--- config.mk ---
export PLATFORM = sky130hd
export DESIGN_NAME = byte_ring_fifo_unit
export DESIGN_NICKNAME = d
export VERILOG_FILES = /design/src/hdl/brf_pkg.sv /design/src/hdl/brf_front.sv /design/src/hdl/brf_back.sv /design/src/hdl/byte_ring_fifo_unit.sv
export SDC_FILE = /design/constraint.sdc
export NUM_CORES = 1
export LEC_CHECK = 0
export BUFFER_PORTS_ARGS = -buffer_cell sky130_fd_sc_hd__buf_4
export CORE_MARGIN = 3
export CORE_UTILIZATION = 58
export DETAILED_ROUTE_END_ITERATION = 8
export PLACE_DENSITY_LB_ADDON = 0.3
export SKIP_LAST_GASP = 1
export SLEW_MARGIN = 20
export SYNTH_ARGS = -nofsm -noshare
export SYNTH_HDL_FRONTEND = slang
export SYNTH_SLANG_ARGS = --single-unit
--- constraint.sdc ---
create_clock -name clk -period 13.9 [get_ports clk]
set_input_delay 1.39 -clock clk [delete_from_list [all_inputs] [get_ports clk]]
set_output_delay 1.39 -clock clk [all_outputs]
set_load 0.05 [all_outputs]
--- src/hdl/brf_pkg.sv ---
// Shared types and codes for the byte ring FIFO.
package brf_pkg;

  localparam logic [2:0] FN_PUSH  = 3'd0;
  localparam logic [2:0] FN_POP   = 3'd1;
  localparam logic [2:0] FN_PEEK  = 3'd2;
  localparam logic [2:0] FN_BPOP  = 3'd3;
  localparam logic [2:0] FN_BPEEK = 3'd4;
  localparam logic [2:0] FN_DROP  = 3'd5;
  localparam logic [2:0] FN_CLEAR = 3'd6;

  localparam logic [1:0] ST_OK  = 2'd0;
  localparam logic [1:0] ST_OVF = 2'd1;
  localparam logic [1:0] ST_UNF = 2'd2;

  typedef enum logic [2:0] {
    K_NOP,
    K_PUSH,
    K_READ,
    K_DROP,
    K_CLEAR
  } kind_t;

  typedef struct packed {
    logic [2:0] func;
    logic [7:0] data;
    logic [6:0] length;
  } in_t;

  typedef struct packed {
    logic [7:0] byte_out;
    logic       last;
    logic [1:0] status;
    logic [6:0] transferred;
    logic [6:0] used;
    logic [6:0] free_slots;
    logic       empty_res;
    logic       full_res;
  } out_t;

  // Decoded command as queued between front and back.
  typedef struct packed {
    kind_t      kind;
    logic       consume;
    logic [7:0] data;
    logic [6:0] req_len;
  } cmd_t;

endpackage

--- src/hdl/brf_front.sv ---
// Command intake: decodes func and holds decoded commands in a two-entry queue.
module brf_front (
  input  logic          clk,
  input  logic          rst_n,
  input  logic          start,
  output logic          busy,
  input  brf_pkg::in_t  in_cmd,
  output logic          q_valid,
  output brf_pkg::cmd_t q_cmd,
  input  logic          q_take
);

  brf_pkg::cmd_t q_mem_r [2];
  logic          wr_ptr_r, wr_ptr_nxt;
  logic          rd_ptr_r, rd_ptr_nxt;
  logic [1:0]    cnt_r, cnt_nxt;
  logic          push;
  logic          pop;
  brf_pkg::cmd_t dec;

  // classify
  always_comb begin
    dec.kind    = brf_pkg::K_NOP;
    dec.consume = 1'b0;
    dec.data    = in_cmd.data;
    dec.req_len = in_cmd.length;
    case (in_cmd.func)
      brf_pkg::FN_PUSH: dec.kind = brf_pkg::K_PUSH;
      brf_pkg::FN_POP: begin
        dec.kind    = brf_pkg::K_READ;
        dec.consume = 1'b1;
        dec.req_len = 7'd1;
      end
      brf_pkg::FN_PEEK: begin
        dec.kind    = brf_pkg::K_READ;
        dec.req_len = 7'd1;
      end
      brf_pkg::FN_BPOP: begin
        dec.kind    = brf_pkg::K_READ;
        dec.consume = 1'b1;
      end
      brf_pkg::FN_BPEEK: dec.kind = brf_pkg::K_READ;
      brf_pkg::FN_DROP:  dec.kind = brf_pkg::K_DROP;
      brf_pkg::FN_CLEAR: dec.kind = brf_pkg::K_CLEAR;
      default:           dec.kind = brf_pkg::K_NOP;
    endcase
  end

  assign busy    = (cnt_r == 2'd2);
  assign push    = start && !busy;
  assign q_valid = (cnt_r != 2'd0);
  assign pop     = q_take && q_valid;
  assign q_cmd   = q_mem_r[rd_ptr_r];

  always_comb begin
    wr_ptr_nxt = push ? ~wr_ptr_r : wr_ptr_r;
    rd_ptr_nxt = pop ? ~rd_ptr_r : rd_ptr_r;
    cnt_nxt    = cnt_r + {1'b0, push} - {1'b0, pop};
  end

  always_ff @(posedge clk) begin
    if (push) begin
      q_mem_r[wr_ptr_r] <= dec;
    end
  end

  always_ff @(posedge clk) begin
    if (!rst_n) begin
      wr_ptr_r <= 1'b0;
      rd_ptr_r <= 1'b0;
      cnt_r    <= 2'd0;
    end else begin
      wr_ptr_r <= wr_ptr_nxt;
      rd_ptr_r <= rd_ptr_nxt;
      cnt_r    <= cnt_nxt;
    end
  end

endmodule

--- src/hdl/brf_back.sv ---
// Execution side: ring store, pointers, fill count and result generation.
module brf_back #(
  parameter int DEPTH = 64
) (
  input  logic          clk,
  input  logic          rst_n,
  input  logic          cfg_we,
  input  logic [6:0]    cfg_wdata,
  input  logic          q_valid,
  input  brf_pkg::cmd_t q_cmd,
  output logic          q_take,
  output logic          out_valid,
  output brf_pkg::out_t out_res
);

  localparam int         AW      = (DEPTH > 1) ? $clog2(DEPTH) : 1;
  localparam logic [6:0] DEPTH_W = 7'(DEPTH);

  typedef enum logic {
    S_IDLE,
    S_BURST
  } state_t;

  state_t        state_r, state_nxt;
  logic [AW-1:0] head_r, head_nxt;
  logic [6:0]    fill_r, fill_nxt;
  logic [6:0]    cap_r, cap_nxt;
  logic [AW-1:0] pos_r, pos_nxt;
  logic [6:0]    cnt_r, cnt_nxt;
  logic [6:0]    n_r, n_nxt;
  logic [1:0]    stat_r, stat_nxt;
  logic          consume_r, consume_nxt;
  logic          out_valid_r, out_valid_nxt;
  brf_pkg::out_t out_r, out_nxt;

  logic [7:0]    mem_r [DEPTH];
  logic [7:0]    rd_data_r;
  logic [AW-1:0] rd_addr;
  logic          wr_en;
  logic [AW-1:0] wr_addr;

  logic [6:0]    n_c;
  logic [1:0]    st_c;
  logic [AW-1:0] pos_inc;
  logic [6:0]    cnt_inc;
  logic [6:0]    fill_b;

  // (a + b) mod cap, valid for a < cap and b <= cap
  function automatic logic [AW-1:0] wrap(input logic [6:0] s, input logic [6:0] cap);
    logic [6:0] r;
    r = (s >= cap) ? (s - cap) : s;
    return r[AW-1:0];
  endfunction

  function automatic brf_pkg::out_t mk(input logic [7:0] b, input logic lst,
                                       input logic [1:0] st, input logic [6:0] moved,
                                       input logic [6:0] fill, input logic [6:0] cap);
    brf_pkg::out_t o;
    o.byte_out    = b;
    o.last        = lst;
    o.status      = st;
    o.transferred = moved;
    o.used        = fill;
    o.free_slots  = cap - fill;
    o.empty_res   = (fill == 7'd0);
    o.full_res    = (fill == cap);
    return o;
  endfunction

  always_comb begin
    state_nxt     = state_r;
    head_nxt      = head_r;
    fill_nxt      = fill_r;
    cap_nxt       = cap_r;
    pos_nxt       = pos_r;
    cnt_nxt       = cnt_r;
    n_nxt         = n_r;
    stat_nxt      = stat_r;
    consume_nxt   = consume_r;
    out_valid_nxt = 1'b0;
    out_nxt       = out_r;
    q_take        = 1'b0;
    wr_en         = 1'b0;
    wr_addr       = wrap(7'(head_r) + fill_r, cap_r);
    rd_addr       = pos_r;
    n_c           = (q_cmd.req_len < fill_r) ? q_cmd.req_len : fill_r;
    st_c          = (q_cmd.req_len > fill_r) ? brf_pkg::ST_UNF : brf_pkg::ST_OK;
    pos_inc       = wrap(7'(pos_r) + 7'd1, cap_r);
    cnt_inc       = cnt_r + 7'd1;
    fill_b        = consume_r ? (fill_r - 7'd1) : fill_r;

    case (state_r)
      S_IDLE: begin
        if (q_valid) begin
          q_take        = 1'b1;
          out_valid_nxt = 1'b1;
          case (q_cmd.kind)
            brf_pkg::K_PUSH: begin
              if (fill_r >= cap_r) begin
                out_nxt = mk(8'd0, 1'b1, brf_pkg::ST_OVF, 7'd0, fill_r, cap_r);
              end else begin
                wr_en    = 1'b1;
                fill_nxt = fill_r + 7'd1;
                out_nxt  = mk(8'd0, 1'b1, brf_pkg::ST_OK, 7'd1, fill_r + 7'd1, cap_r);
              end
            end
            brf_pkg::K_READ: begin
              if (q_cmd.req_len == 7'd0) begin
                out_nxt = mk(8'd0, 1'b1, brf_pkg::ST_OK, 7'd0, fill_r, cap_r);
              end else if (n_c == 7'd0) begin
                out_nxt = mk(8'd0, 1'b1, st_c, 7'd0, fill_r, cap_r);
              end else begin
                // first byte comes out of the store next cycle
                out_valid_nxt = 1'b0;
                n_nxt         = n_c;
                stat_nxt      = st_c;
                consume_nxt   = q_cmd.consume;
                pos_nxt       = head_r;
                cnt_nxt       = 7'd0;
                rd_addr       = head_r;
                state_nxt     = S_BURST;
              end
            end
            brf_pkg::K_DROP: begin
              head_nxt = wrap(7'(head_r) + n_c, cap_r);
              fill_nxt = fill_r - n_c;
              out_nxt  = mk(8'd0, 1'b1, st_c, n_c, fill_r - n_c, cap_r);
            end
            brf_pkg::K_CLEAR: begin
              head_nxt = '0;
              fill_nxt = 7'd0;
              out_nxt  = mk(8'd0, 1'b1, brf_pkg::ST_OK, 7'd0, 7'd0, cap_r);
            end
            default: begin
              out_nxt = mk(8'd0, 1'b1, brf_pkg::ST_OK, 7'd0, fill_r, cap_r);
            end
          endcase
        end
      end
      S_BURST: begin
        out_valid_nxt = 1'b1;
        out_nxt       = mk(rd_data_r, cnt_inc == n_r, stat_r, cnt_inc, fill_b, cap_r);
        pos_nxt       = pos_inc;
        rd_addr       = pos_inc;
        cnt_nxt       = cnt_inc;
        fill_nxt      = fill_b;
        if (consume_r) begin
          head_nxt = pos_inc;
        end
        if (cnt_inc == n_r) begin
          state_nxt = S_IDLE;
        end
      end
      default: state_nxt = S_IDLE;
    endcase

    // capacity write also empties the ring; the user must issue it only while idle, the block does not enforce it
    if (cfg_we) begin
      if (cfg_wdata == 7'd0) begin
        cap_nxt = 7'd1;
      end else if (cfg_wdata > DEPTH_W) begin
        cap_nxt = DEPTH_W;
      end else begin
        cap_nxt = cfg_wdata;
      end
      head_nxt = '0;
      fill_nxt = 7'd0;
    end
  end

  always_ff @(posedge clk) begin
    if (wr_en) begin
      mem_r[wr_addr] <= q_cmd.data;
    end
    rd_data_r <= mem_r[rd_addr];
  end

  always_ff @(posedge clk) begin
    if (!rst_n) begin
      state_r     <= S_IDLE;
      head_r      <= '0;
      fill_r      <= 7'd0;
      cap_r       <= DEPTH_W;
      out_valid_r <= 1'b0;
    end else begin
      state_r     <= state_nxt;
      head_r      <= head_nxt;
      fill_r      <= fill_nxt;
      cap_r       <= cap_nxt;
      out_valid_r <= out_valid_nxt;
    end
    pos_r     <= pos_nxt;
    cnt_r     <= cnt_nxt;
    n_r       <= n_nxt;
    stat_r    <= stat_nxt;
    consume_r <= consume_nxt;
    out_r     <= out_nxt;
  end

  assign out_valid = out_valid_r;
  assign out_res   = out_r;

endmodule

--- src/hdl/byte_ring_fifo_unit.sv ---
// Top level of the byte ring FIFO: command intake, queue and execution engine.
// A command beat is taken when start is high and busy is low; it lands in a
// two-entry queue, so busy rises only when two commands are waiting. The
// execution engine takes one queued command per cycle for push, drop, clear,
// idle codes and for any read that moves no byte: one result, registered, on
// the cycle after the command leaves the queue. A pop, peek or burst that
// moves n bytes first addresses the ring store (its read port is registered)
// and then emits one byte per cycle, with last on the final byte; the bursts
// are the rate limit. Results appear on out_res for exactly one cycle,
// flagged by out_valid, and cannot be held off. The capacity register
// (cfg_we / cfg_wdata) clamps 0 to 1 and anything above DEPTH to DEPTH, and a
// write also empties the FIFO; write it only when no command is queued or in
// progress. The store itself is never cleared: only written entries are ever
// read back.
module byte_ring_fifo_unit #(
  parameter int DEPTH = 64
) (
  input  logic          clk,
  input  logic          rst_n,
  input  logic          start,
  output logic          busy,
  input  brf_pkg::in_t  in_cmd,
  input  logic          cfg_we,
  input  logic [6:0]    cfg_wdata,
  output logic          out_valid,
  output brf_pkg::out_t out_res
);

  logic          q_valid;
  logic          q_take;
  brf_pkg::cmd_t q_cmd;

  brf_front u_front (
    .clk     (clk),
    .rst_n   (rst_n),
    .start   (start),
    .busy    (busy),
    .in_cmd  (in_cmd),
    .q_valid (q_valid),
    .q_cmd   (q_cmd),
    .q_take  (q_take)
  );

  brf_back #(
    .DEPTH (DEPTH)
  ) u_back (
    .clk       (clk),
    .rst_n     (rst_n),
    .cfg_we    (cfg_we),
    .cfg_wdata (cfg_wdata),
    .q_valid   (q_valid),
    .q_cmd     (q_cmd),
    .q_take    (q_take),
    .out_valid (out_valid),
    .out_res   (out_res)
  );

  // burst bytes come out back to back until the last beat
  a_burst_contig: assert property (@(posedge clk) disable iff (!rst_n)
    out_valid && !out_res.last |=> out_valid)
    else $error("burst beat gap");

  // fill flags agree with the reported counts
  a_flags: assert property (@(posedge clk) disable iff (!rst_n)
    out_valid |-> (out_res.empty_res == (out_res.used == 7'd0)) &&
                  (!out_res.full_res || out_res.free_slots == 7'd0))
    else $error("fill flags inconsistent");

  // an overflowed push moves nothing and leaves the FIFO full
  a_ovf: assert property (@(posedge clk) disable iff (!rst_n)
    out_valid && out_res.status == brf_pkg::ST_OVF |->
      out_res.transferred == 7'd0 && out_res.full_res)
    else $error("overflow result inconsistent");

  // engine only pulls from a non-empty queue
  a_take: assert property (@(posedge clk) disable iff (!rst_n)
    q_take |-> q_valid)
    else $error("take from empty queue");

endmodule

# Yosys cells after proc, flatten, opt, wreduce, memory -nomap -nowiden
# Memory sizes are Yosys's and may differ from the RTL's. A register that Yosys moved wholly into a read port is not among the register bits.
# Cells that the tools add are included.
word_totals:
  elab_cells: 157
  register_bits: 83
  ram_bits: 550
  mem_count: 2
  input_bits: 29
classes:
  n_addsub: 16
  eq_ne: 25
  n_lt_le_gt_ge: 7
  muxes: 58
  bitwise_logic: 6
  reduce_logical: 22
mem_list:
  columns: ["memory", "words", "word_bits", "read_ports", "rd_clocked_by_memory_dff", "wr", "line", "rtl"]
  rows:
  - ["u_back.mem_r", 64, 8, 1, 1, 1, "brf_back.sv:36", "logic [7:0] mem_r [DEPTH];"]
  - ["u_front.q_mem_r", 2, 19, 1, 1, 1, "brf_front.sv:13", "brf_pkg::cmd_t q_mem_r [2];"]
op_table:
  columns: ["operator", "n"]
  rows:
  - ["$pmux W34 S4", 1]
  - ["$mux W34", 3]
  - ["$mux W7", 11]
  - ["$pmux W34 S2", 1]
  - ["$logic_not A7 Y1", 8]
  - ["$mux W6", 9]
  - ["$pmux W6 S2", 3]
  - ["$eq A7 B7 Y1", 5]
  - ["$sub A7 B7 Y7", 5]
  - ["$ge A7 B7 Y1", 4]
  - ["$pmux W7 S2", 2]
  - ["$mux W24", 1]
  - ["$mux W1", 22]
  - ["$pmux W7 S3", 1]
  - ["$sub A6 B6 Y6", 3]
  - ["$add A6 B7 Y7", 2]
  - ["$add A7 B1 Y7 const B", 2]
  - ["$eq A3 B2 Y1 const B", 4]
  - ["$eq A3 B3 Y1 const B", 4]
  - ["$pmux W3 S4", 1]
  - ["$ne A2 B2 Y1 const B", 5]
  - ["$add A6 B1 Y7 const B", 1]
  - ["$gt A7 B7 Y1", 1]
  - ["$gt A7 B7 Y1 const B", 1]
  - ["22 further kinds", 34]

# Longest topological paths before layout
# Gate-level depths: netlist of run 1.
depth:
  depth_word: 8
  depth_mapped: 27
  ltp_nobuf: 22

# By module
# From an unflattened synthesis of run 1, not the netlist that was laid out.
unflattened:
  cells_unflattened: 2084
  hier_area_um2: 29188.0
modules_own_cells:
  columns: ["module", "seq_area_each_um2", "area_each_um2", "instances", "cells_per_inst"]
  rows:
  - ["brf_back", 17596.9, 27447.6, 1, 1983]
  - ["brf_front", 1241.2, 1740.4, 1, 101]

# Worst setup path after synthesis of run 1
# OpenSTA, ideal clock, no wires.
synth_timing:
  path_kind: "register to register"
  start: "register with a tool-made name"
  end: "register u_back.out_r (netlist bit u_back.out_res[0]), enable pin"
  slack_ps: 8313
  arrival_ps: 5113
  t_required_ps: 13426
  setup_time_ps: 474
  n_path_buf: 5
  path_stages_with_launch: 13
  cell_sequence: "dfxtp_1 -> buf_6 -> clkbuf_1 -> clkbuf_1 -> mux2i_1 -> ha_1 -> nand3b_1 -> a21oi_1 -> o2111ai_1 -> clkbuf_1 -> clkbuf_1 -> and3_1 -> o21ai_0"
synth_rtl:
  columns: ["element", "line", "rtl"]
  rows:
  - ["end signal: assignment", "brf_back.sv:197", "out_r <= out_nxt;"]
  - ["end: declaration", "brf_back.sv:34", "brf_pkg::out_t out_r, out_nxt;"]

==> metrics.csv, run 1 <==
metric,value,unit
vias in the first global route,20660,
Leakage Power,12.24,nW
Final Net Count,2611,
Area after DPL,31810,µm²
Post-synth EDFFs,600,
number of CTS-inserted buffers,68,
endpoint type of the worst setup path,flop,
CP max stage delay,0.80,ns
outcome,"finished, final reports clean",
first-pass GRT wire length,128.0,mm
setup TNS,0,ns
GRT Resource Usage Total,29.93,%
Synth Net Count,2577,
DR pass1 iterations,6,
worst min path class,flop to flop,
port bufs,64,
synth top area cells,"edfxtp_1 (59%), mux2i_1 (4.3%), ha_1 (3.2%)",
"Period Utilization, post-route",49.68,%
endpoints failing hold,0,
Max Cap Viol,0,
Post-synth top cells,"edfxtp_1 (600), nand2_1 (218), nor2_1 (142)",
combinational power share,42.2,%
Yosys warning count,0,
"worst slack, placed",7.186,ns
Die Wd,236.4,µm
"Slowest-stage cell, CP",buf_4,
Fmax,144.8,MHz
startpoint type of the worst setup path,flop,
I/O Pins,65,
"Hold-fix buffers, CTS",0,
H-tree Lvls,3,
Mapped Cells,2460,
PD cells,222.6,nW/µm²
postcts setup bufs,0,
fraction of registers with async set/reset,0,%
Die Y,236.4,µm
Crit Path Max Fanout,66,
Switch Pwr,3.008,mW
clk_lat worst skew,0.61,ns
fillcell total,3771,
critical path class,flop to flop,
CTS root buffer,clkbuf_16,
GP Congestion,0.9783,
drt total wl,85.19,mm
Clk pwr share,24.7,%
DIE AREA,55880,µm²
fin crit period,6.906,ns
Synth cell types,90,
HPWL after detailed placement,55.38,mm
slew margin rel.,22.57,%
largest net degree at the start of global routing,69,
final worst slack,6.994,ns
clock-pin slew on the worst setup and hold paths,0.06,ns
largest area contributor in the netlist,edfxtp_1,
Clock Path Buffers,3,
grt ovf,0,
final setup violation count,0,
std cell rows,83,
DR vias,21710,
post-synthesis register bit count,641,
Mapped Area,30780,µm²
CTS resizes,0,
Max VDD drop,0.1301,mV
CP cell instances,mux2_2 -> ha_1 -> a41oi_1 -> o21ai_0 -> o2111a_1 -> nor3_2 -> buf_4 -> mux2_4 -> nor2_4 -> buf_4 -> buf_4 -> mux2_2 -> o2bb2ai_1 -> or4_1 -> nor4_2,
DRT iter0 DRCs,2999,
drt wl/cell,26.38,µm
post-synth top area share,58.53,%
Area Growth Syn to Fin,10.92,%
initial core utilization,59.29,%
core area,51920,µm²
Critical Path AT,7.42,ns
# DRC,0,
layout cell share with drive strength beyond 1,11.62,%
fin util,65.76,%
CTS tree,yes,
unrepaired setup endpoints after global routing,no,
clock sinks,641,
Internal,4.594,mW
"Seq/Total Area, Yosys",61.19,%
Least-Margin Pin Slew,1.129,ns
Critical Path RT,14.41,ns
share of power burned in registers,33.2,%
clock skew,0.02671,ns
switching share of power,39.57,%
initial antenna violation count,1,
vias per cell,6.722,
Synth Flop Type,edfxtp_1,
antenna-violating nets left,0,
post-layout instance area,34150,µm²
fin. max-slew vios,0,
"Avg Cell Area, Syn",12.51,µm²
most frequent cell after synthesis,edfxtp_1,
cell mode on critical path,buf_4,
[cell type report]
| cell class | count | area, µm² | share of cell area [%] |
|---|---|---|---|
| Inverter | 90 | 341.6 | 1.000 |
| Timing Repair Buffer | 105 | 788.3 | 2.308 |
| Clock buffer | 85 | 1881 | 5.507 |
| Antenna cell | 2 | 5.005 | 0.01466 |
| Clock inverter | 38 | 442.9 | 1.297 |
| Tap cell | 680 | 850.8 | 2.492 |
| Sequential cell | 641 | 18840 | 55.17 |
| Multi-Input combinational cell | 1588 | 11000 | 32.21 |
[final timing paths]
kind,slack (ns),depth (start not counted),startpoint,endpoint
worst max-delay path,6.99,15,flop,u_back.rd_data_r[4]
worst min-delay path,0.58,2,u_front.rd_ptr_r,u_front.rd_ptr_r
worst max register to register,6.99,15,flop,u_back.rd_data_r[4]
worst min register to register,0.58,2,u_front.rd_ptr_r,u_front.rd_ptr_r
[cells in the final DEF (no fill, tap or decap), types with 11 or more instances in the layout]
master	instances
xnor2_1	55
nor2_1	142
o211ai_1	30
a22oi_1	24
mux2i_1	130
nor4_1	32
o22ai_1	36
clkinv_2	12
a21boi_0	22
buf_4	105
nor2b_1	18
and2_1	27
xor2_1	24
edfxtp_1	600
clkbuf_16	72
a211oi_1	41
o31ai_1	31
nand4_1	74
nor3_1	23
o2111ai_1	15
o21bai_1	11
a21o_1	22
a31oi_1	42
nand2_1	217
mux2_2	35
ha_1	78
and3_1	25
inv_1	86
o221ai_1	30
a21oi_1	117
dfxtp_1	40
o21ai_0	65
nand3_1	70
[through the flow]
step	std cells	power, mW	hold WS [ns]
global placement	3104	5.636	0.5574
floorplan	2460	4.760	0.4883
finish	3229	7.603	0.5826
detailed placement	3104	5.676	0.5749
global route	3227	7.915	0.6291
CTS	3227	7.546	0.5872
[power by group through the flow]
| stage | sequential [mW] | clock [mW] | combinational [mW] |
|---|---|---|---|
| 6_report | 2.52 | 1.87 | 3.21 |
| 5_1_grt | 2.53 | 1.97 | 3.41 |
| 4_1_cts | 2.52 | 1.89 | 3.14 |
| 3_5_place_dp | 2.56 | 0 | 3.12 |
| 3_3_place_gp | 2.55 | 0 | 3.08 |
| 2_1_floorplan | 2.70 | 0 | 2.06 |
[logic make-up (layout without fill, tap and decap cells)]
logic type	Yosys count	count (layout)	synth area share (%)
buf+inv	231	318	3.308
fa+ha+maj	90	90	3.886
simple gates	686	686	11.13
flops	641	641	61.19
xor+xnor	79	79	2.248
compound gates	563	563	12.53
other cells	0	2	0
mux	170	170	5.698
[registers in the layout (all words and copies together) (netlist names), named ones only]
| signal | flops |
|---|---|
| u_front.wr_ptr_r | 1 |
| u_back.n_r | 7 |
| u_back.out_res | 34 |
| u_back.state_r | 1 |
| u_front.rd_ptr_r | 1 |
| u_back.stat_r | 1 |
| u_front.cnt_r | 2 |
| u_back.mem_r | 512 |
| u_front.q_mem_r | 38 |
| u_back.pos_r | 6 |
| u_back.cnt_r | 7 |
| u_back.consume_r | 1 |
| u_back.fill_r | 7 |
| u_back.cap_r | 7 |
| u_back.rd_data_r | 8 |
| u_back.head_r | 6 |
| u_back.out_valid | 1 |
[worst max-delay path: cells and delay by family, from the launching register on]
| family | cells | cell delay [ns] |
|---|---|---|
| buf+inv | 3 | 1.88 |
| simple gates | 4 | 1.54 |
| mux | 3 | 1.39 |
| compound gates | 4 | 0.99 |
| flops | 1 | 0.54 |
| fa+ha+maj | 1 | 0.32 |
[routing by layer]
metal / GRT usage, % / wire length, µm / share of wire, % / vias to the layer above
met3: 5.448 / 8506 / 10 / 216
li1: - / - / - / 9555
met2: 45.92 / 38850 / 46 / 1303
met1: 42.60 / 34360 / 40 / 10630
met4: 12.06 / 3475 / 4.1 / 0
met5: 0 / 0 / 0 / -
(Power assumes the default switching activity.)
==> run 2, diff against run 1 <==
clock period = 7.1 ns   (was 13.9 ns; I/O delays follow)
==> run 2 against run 1 <==
  * Power up 94%
  * Hold slack lost 0.29 ns
  * Setup slack got worse by 5.8 ns
  * Via count up 1.4%
  * Die area unchanged
  * Sequential power rose by 96%
==> metrics.csv, run 2 (synthesized netlist as in run 1, its figures left out) <==
metric,value,unit
outcome,"finished, final reports clean",
core area,51920,µm²
vias per cell,6.746,
largest net degree at the start of global routing,106,
"Most flops, register",u_back.mem_r,
initial core utilization,59.29,%
DRT iter0 DRCs,2947,
antenna-violating nets left,0,
initial antenna violation count,2,
CTS resizes,0,
worst min path class,primary input to flop,
Max VDD drop,0.3473,mV
FF-to-FF End,u_back.head_r[4],
unrepaired setup endpoints after global routing,no,
fillcell total,3773,
Crit Path Max Fanout,18,
clock skew,0.03253,ns
port bufs,64,
DR vias,22010,
FF-to-FF setup slack,1.15,ns
Die Y,236.4,µm
drt total wl,88.59,mm
Critical Path RT,7.56,ns
H-tree Lvls,3,
layout cell share with drive strength beyond 1,12.64,%
DR pass1 iterations,9,
final setup violation count,0,
clk_lat worst skew,0.62,ns
GRT Resource Usage Total,31.31,%
post-layout instance area,34300,µm²
Critical Path AT,6.41,ns
endpoint type of the worst setup path,flop,
CTS root buffer,clkbuf_16,
Max Cap Viol,0,
Reg2Reg Depth,23,
Area Growth Syn to Fin,11.42,%
endpoints failing hold,0,
Final Net Count,2648,
register area,18840,µm²
"worst slack, placed",1.277,ns
fin crit period,5.953,ns
GP Congestion,0.9405,
CP max stage delay,0.53,ns
vias in the first global route,21540,
family with the most delay on the worst path,compound AO/OA/AOI/OAI gates,
WHS Path Cells,1,
post-route insts no fill,3262,
CP bufs+invs,4,
slew margin rel.,25.52,%
"most common cell after layout, fill and taps aside",edfxtp_1,
fin util,66.06,%
"Slowest-stage cell, CP",dfxtp_1,
multi-input logic area,11000,µm²
# DRC,0,
Die Wd,236.4,µm
"Hold-fix buffers, CTS",0,
worst hold start,in_cmd[9],
placed cells,3141,
Area after DPL,32110,µm²
clock-pin slew on the worst setup and hold paths,0.06,ns
std cell rows,83,
drt wl/cell,27.16,µm
Clock Path Buffers,3,
startpoint type of the worst setup path,flop,
I/O Pins,65,
number of CTS-inserted buffers,67,
hold_ws,0.2934,ns
DIE AREA,55880,µm²
postcts setup bufs,0,
worst hold endpoint,u_front.q_mem_r[1][9],
critical path class,flop to flop,
first-pass GRT wire length,133.0,mm
"Period Utilization, post-route",83.84,%
CTS tree,yes,
most frequent cells in the layout,"edfxtp_1 (600), nand2_1 (217), nor2_1 (142)",
Largest register FFs,512,
setup TNS,0,ns
grt ovf,0,
final worst slack,1.147,ns
CP cell instances,buf_4 -> mux2_2 -> ha_1 -> nand3b_1 -> a21oi_1 -> nor2_1 -> buf_4 -> a21oi_1 -> ha_1 -> inv_1 -> fa_1 -> inv_1 -> ha_1 -> nor2b_1 -> o21ai_0 -> a21boi_0 -> o21ai_0 -> a21boi_0 -> o31ai_1 -> nand2b_1 -> mux2_2 -> a21oi_1 -> a211oi_1,
Least-Margin Pin Slew,1.116,ns
Leakage Power,12.36,nW
HPWL after detailed placement,57.27,mm
Fmax,168.0,MHz
PD cells,431.0,nW/µm²
fin. max-slew vios,0,
Design Power,14.78,mW
clock sinks,641,
-- run 2: cell types whose count changed in the layout (fill, tap and decap cells not counted), moves of 2 or more --
cell and delta:
bufinv_16 -3, clkinv_2 -2, buf_4 +35, clkinv_4 -3, clkbuf_16 -4, buf_12 +2, clkbuf_1 +3, clkinv_8 +2
-- run 2: worst max path at each step --
stage | to | cells past startpoint
3_3_place_gp | u_back.head_r[5] | 22
5_1_grt | u_back.head_r[1] | 23
4_1_cts | u_back.head_r[4] | 23
6_report | u_back.head_r[4] | 23
3_5_place_dp | u_back.head_r[1] | 23
2_1_floorplan | u_back.out_res[0] | 12
-- run 2: power by group --
part           switching [mW]  leakage [nW]  internal [mW]
clock                    1.46          1.05           2.00
combinational            4.28          5.53           2.09
sequential              0.179          5.78           4.77
-- run 2: layout make-up --
cell class | count | share of cell area (%)
Sequential cell | 641 | 54.92
Multi-Input combinational cell | 1588 | 32.07
Tap cell | 680 | 2.480
Timing Repair Buffer | 143 | 3.261
Antenna cell | 2 | 0.01459
Clock inverter | 33 | 0.9958
Clock buffer | 85 | 5.264
Inverter | 90 | 0.9958
-- run 2: per-layer routing --
layer  routed length (µm)  up-vias  global-route usage, %
li1                     -     9624                      -
met1                34300    10680                  42.93
met2                40140     1471                  47.38
met3                10730      231                  8.944
met4                 3417        0                  12.75
met5                    0        -                      0
